### src/sv/mdp_pkg.sv
// ----------------------------------------------------------------------------
// mdp_pkg
// Types, constants and codes shared by the matrix dot product engine.
// ----------------------------------------------------------------------------
`default_nettype none

package mdp_pkg;

    localparam int MAX_DIM = 16;
    localparam int IDX_W   = $clog2(MAX_DIM);
    localparam int ADDR_W  = 2 * IDX_W;
    localparam int DEPTH   = MAX_DIM * MAX_DIM;
    localparam int LEN_W   = $clog2(MAX_DIM + 1);

    localparam int FIELD_W = 4;
    localparam int DIM_W   = 5;
    localparam int DATA_W  = 32;

    localparam logic [DIM_W-1:0] DIM_RESET = DIM_W'(10);

    localparam logic [1:0] FUNC_WRITE_A = 2'd0;
    localparam logic [1:0] FUNC_WRITE_B = 2'd1;
    localparam logic [1:0] FUNC_COMPUTE = 2'd2;

    typedef struct packed {
        logic [1:0]                func;
        logic [FIELD_W-1:0]        row;
        logic [FIELD_W-1:0]        column;
        logic signed [DATA_W-1:0]  value;
    } in_item_t;

    typedef struct packed {
        logic signed [DATA_W-1:0]  product;
        logic [FIELD_W-1:0]        out_row;
        logic [FIELD_W-1:0]        out_column;
    } out_item_t;

    typedef enum logic [1:0] {
        ST_IDLE,
        ST_ISSUE,
        ST_DRAIN,
        ST_FINISH
    } state_t;

    typedef struct packed {
        logic             wr_a;
        logic             wr_b;
        logic             start;
        logic             issue;
        logic [IDX_W-1:0] rd_index;
        logic             load_out;
    } cmd_t;

    typedef struct packed {
        logic busy;
    } status_t;

endpackage

`default_nettype wire

### src/sv/mdp_controller.sv
// ----------------------------------------------------------------------------
// mdp_controller
// Sequencer for writes and dot product requests, dimension register and
// output word valid.
// ----------------------------------------------------------------------------
`default_nettype none

module mdp_controller (
    input  wire logic                      aclk,
    input  wire logic                      aresetn,
    input  wire logic                      cfg_wr_en,
    input  wire logic [mdp_pkg::DIM_W-1:0] cfg_wr_data,
    input  wire logic                      s_valid,
    output logic                           s_ready,
    input  wire mdp_pkg::in_item_t         in_item,
    output logic                           m_valid,
    input  wire logic                      m_ready,
    output mdp_pkg::cmd_t                  cmd,
    input  wire mdp_pkg::status_t          status
);

    mdp_pkg::state_t             state_reg;
    mdp_pkg::state_t             state_next;
    logic [mdp_pkg::LEN_W-1:0]   p_reg;
    logic [mdp_pkg::LEN_W-1:0]   p_next;
    logic [mdp_pkg::DIM_W-1:0]   dimension_reg;
    logic                        m_valid_reg;
    logic                        m_valid_next;
    logic [mdp_pkg::LEN_W-1:0]   len;
    logic                        in_range;

    always_comb begin
        if (int'(dimension_reg) > mdp_pkg::MAX_DIM) begin
            len = mdp_pkg::LEN_W'(mdp_pkg::MAX_DIM);
        end else begin
            len = mdp_pkg::LEN_W'(dimension_reg);
        end
    end

    assign in_range = (int'(in_item.row) < mdp_pkg::MAX_DIM) &&
                      (int'(in_item.column) < mdp_pkg::MAX_DIM);

    always_ff @(posedge aclk) begin
        if (!aresetn) begin
            state_reg     <= mdp_pkg::ST_IDLE;
            p_reg         <= '0;
            dimension_reg <= mdp_pkg::DIM_RESET;
            m_valid_reg   <= 1'b0;
        end else begin
            state_reg   <= state_next;
            p_reg       <= p_next;
            m_valid_reg <= m_valid_next;
            if (cfg_wr_en) begin
                dimension_reg <= cfg_wr_data;
            end
        end
    end

    always_comb begin
        state_next   = state_reg;
        p_next       = p_reg;
        s_ready      = 1'b0;
        cmd          = '0;
        cmd.rd_index = p_reg[mdp_pkg::IDX_W-1:0];
        case (state_reg)
            mdp_pkg::ST_IDLE: begin
                s_ready = 1'b1;
                if (s_valid) begin
                    case (in_item.func)
                        mdp_pkg::FUNC_WRITE_A: begin
                            cmd.wr_a = in_range;
                        end
                        mdp_pkg::FUNC_WRITE_B: begin
                            cmd.wr_b = in_range;
                        end
                        mdp_pkg::FUNC_COMPUTE: begin
                            cmd.start = 1'b1;
                            p_next    = '0;
                            if (in_range && (len != '0)) begin
                                state_next = mdp_pkg::ST_ISSUE;
                            end else begin
                                state_next = mdp_pkg::ST_DRAIN;
                            end
                        end
                        default: begin
                        end
                    endcase
                end
            end
            mdp_pkg::ST_ISSUE: begin
                cmd.issue = 1'b1;
                if (p_reg == len - 1'b1) begin
                    state_next = mdp_pkg::ST_DRAIN;
                end else begin
                    p_next = p_reg + 1'b1;
                end
            end
            mdp_pkg::ST_DRAIN: begin
                if (!status.busy) begin
                    state_next = mdp_pkg::ST_FINISH;
                end
            end
            mdp_pkg::ST_FINISH: begin
                if (!m_valid_reg || m_ready) begin
                    cmd.load_out = 1'b1;
                    state_next   = mdp_pkg::ST_IDLE;
                end
            end
            default: begin
                state_next = mdp_pkg::ST_IDLE;
            end
        endcase
    end

    always_comb begin
        m_valid_next = m_valid_reg;
        if (cmd.load_out) begin
            m_valid_next = 1'b1;
        end else if (m_ready) begin
            m_valid_next = 1'b0;
        end
    end

    assign m_valid = m_valid_reg;

endmodule

`default_nettype wire
### config.mk
export PLATFORM = sky130hd
export DESIGN_NAME = mdp_controller
export DESIGN_NICKNAME = d
export VERILOG_FILES = /design/src/sv/mdp_pkg.sv /design/src/sv/mdp_controller.sv
export SDC_FILE = /design/constraint.sdc
export NUM_CORES = 1
export LEC_CHECK = 0
export ABC_CLOCK_PERIOD_IN_PS = 3900
export BUFFER_PORTS_ARGS = -buffer_cell sky130_fd_sc_hd__buf_2
export CORE_AREA = 2 2 52 54
export DETAILED_ROUTE_END_ITERATION = 7
export DIE_AREA = 0 0 54 56
export GPL_ROUTABILITY_DRIVEN = 0
export PLACE_DENSITY = 0.85
export REMOVE_ABC_BUFFERS = 1
export SLEW_MARGIN = 5
export SYNTH_ARGS = -nofsm -noshare
export SYNTH_HDL_FRONTEND = slang
export SYNTH_SLANG_ARGS = --single-unit
### constraint.sdc
create_clock -name aclk -period 3.9 [get_ports aclk]
set_clock_uncertainty 0.05 [all_clocks]
set_input_delay 0.78 -clock aclk [delete_from_list [all_inputs] [get_ports aclk]]
set_output_delay 0.78 -clock aclk [all_outputs]
set_load 0.02 [all_outputs]
==> out/qor.yml <==
status: "finished clean"
powerDensity_nw_per_um2: 343
synth_area_leaders: "dfxtp_1 (28%), mux2i_1 (13%), ha_1 (8.1%)"
worst_path_max_delay_cell: "a2111oi_4"
via_per_inst: 5.24
synth_top_family_by_area: "simple AND/OR/NAND/NOR gates"
first_global_vias: 745
dieWidth_um: 54
postRouteAntennaNets: 0
clk_pin_slew_ns: 0.08
setup_viol: 0
ioPinCount: 64
antenna_cells: 0
cp_data_required_time_ns: 4.01
syn_to_final_growth_pct: 13.6
ff2ff_path_depth: 7
die_h_um: 56
rrSetupSlack_ns: 1.40
clkLatencyLatePin_ns: 0.28
post_drt_wl_per_cell_um: 11.9
cts-hold-fix-buffers: 0
drive_above_1_share_pct: 23.6
worstPathMaxFanout: 9
grt_overflow: 0
routed_wl_um: 1810
swShare_pct: 35.3
r2r-end: "p_reg[0]"
worstSetupEndpointType: "flip-flop"
numPortBuffers: 23
nets: 183
fin_crit_sh_pct: 64.1
track_usage_pct: 13.4
dpl.hpwl_um: 1480
synth_top_area_cell: "dfxtp_1"
power_uw: 359
crit_start: "dimension_reg[4]"
worst_slew_pin_slew_ns: 0.504
synth_compound_area_share_pct: 15.1
hold_path_class: "flip-flop to flip-flop"
cts_buffers: 3
relSlewSlack_pct: 66.1
netlist_instances: 105
first_pass_iters: 6
crit_type: "flip-flop to flip-flop"
synth-xor-area-share_pct: 3.80
pwr-share-comb_pct: 34.0
ys_ff_latch: 13
rows: 18
post-cts-setup-buffers: 0
grt_pass1_wl_um: 3030
worst_ep_arrival_time_ns: 2.61
clockPowerShare_pct: 23.4
htreeDepth: 1
syn-cell-area_um2: 922
stdcell_count: 153
rsz0062_at_grt: "false"
avgSynthCellArea_um2: 8.78
dieArea_um2: 3020
slowest_delay_ns: 0.51
final_max_slew_viol_count: 0
final_util_pct: 43.1
vias: 801
pre_cts_ws_ns: 1.43
start_kind: "flip-flop"
cap_violations: 0
ys_seq_area_share_pct: 28.2
setup_tns_ns: 0
cts_tree: "yes"
synth_cell_types: 31
p_int_uw: 232
yosys_warnings: 0
clockBufferDepth: 2
fmax_mhz: 400
synth-simple-area-share_pct: 23.5
grt_max_degree: 14
drt_iter0_drc: 13
core_um2: 2430
cts_resized: 0
synthMuxAreaShare_pct: 13.0
clock-root-buffer: "clkbuf_4"
fin_crit_ns: 2.50
hold_viol: 0
leakage_uw: 0.000462
path_cells: "nand2b_1 > ha_1 > nor4b_2 > or3_1 > a2111oi_4 > a31oi_1 > mux2i_1"
synthFlopType: "dfxtp_1"
sequentialPowerShare_pct: 42.6
synthArstFlopShare_pct: 0
rr_startpoint: "dimension_reg[4]"
final.setup.worst_slack_ns: 1.40
synth_top_area_share_pct: 28.2
critPathCapture: "p_reg[0]"
yosys.area_share.adder_pct: 8.14
cts_sinks: 13
start_util_pct: 37.9
dp.cells: 149
p_switching_uw: 127
drc: 0
ir_drop_uv: 194
synth_edf_count: 0
antenna_found_initial: 0
[metrics by stage]
step | hold slack (ns) | cell area [um^2]
after floorplan | 0.398 | 868
after global placement | 0.409 | 1020
after detailed placement | 0.427 | 1020
after CTS | 0.439 | 1050
after global routing | 0.451 | 1050
final | 0.433 | 1050
[logic make-up after synthesis]
family,Yosys count
compound gates,17
xor+xnor,4
fa+ha+maj,6
buf+inv,15
flops,13
mux,12
simple gates,38
[cells in the mapped netlist (2+ instances only)]
cell type and instances:
dfxtp_1 13, nand2_1 13, mux2i_1 12, nor2b_1 7, ha_1 6, inv_1 6
nand2b_1 6, buf_4 5, a31oi_1 4, o21ai_0 4, clkbuf_1 3, xnor2_1 3
nand4_1 2, nor4_1 2, o21a_1 2, o31a_1 2
[placed cells by master (no fill, tap or decap)]
cell       instances
or2_2              1
o21bai_1           1
buf_2             23
nor4b_2            1
inv_1              6
nor2b_1            7
ha_1               6
nand2b_1           6
o21ai_0            4
a2111oi_4          1
a31oi_1            4
nor3_1             1
mux2i_1           12
o21a_1             2
o211ai_1           1
nand4_1            2
nand2_1           13
o41ai_1            1
or3_1              1
nor4_1             2
nand4b_1           1
a222oi_1           1
nand3b_1           1
nor3b_1            1
xor2_1             1
nand3_1            1
xnor2_1            3
dfxtp_1           13
clkbuf_4           3
clkbuf_1           1
o31a_1             2
[how the worst min path moves through the flow]
stage	start	endpoint	slack (ns)	depth (start not counted)
floorplan	p_reg[4]	p_reg[4]	0.40	2
global placement	p_reg[4]	p_reg[4]	0.41	2
detailed placement	p_reg[4]	p_reg[4]	0.43	2
CTS	p_reg[4]	p_reg[4]	0.44	2
global route	p_reg[4]	p_reg[4]	0.45	2
finish	p_reg[4]	p_reg[4]	0.43	2
[routing by layer]
layer  vias to the layer above  part of all wire [%]  track usage [%]
met4                         0                   2.4             6.79
met3                         5                   3.6             2.42
met1                       383                    40             13.7
met2                        13                    54             24.6
li1                        400                     -                -
met5                         -                     0                0
[power groups by stage]
stage               registers (uW)  clock network [uW]  logic (uW)
finish                         153                84.1         122
CTS                            153                86.2         123
global route                   156                92.7         135
detailed placement             156                   0         122
global placement               156                   0         118
floorplan                      157                   0        87.5
[layout make-up]
class	count	area (um^2)
sequential	13	260
multi-input combinational	77	586
fill	256	1390
clock buffer	4	26.3
tap	30	37.5
timing repair buffer	23	115
inverter	6	22.5
[critical path, delay by kind of cell (launching register included)]
kind | cells | cell delay (ns)
DFF | 1 | 0.39
adders and majority gates | 1 | 0.24
AOI/OAI and AO/OA | 2 | 0.73
muxes | 1 | 0.16
and+or+nand+nor | 3 | 0.80
(Power assumes the default switching activity.)
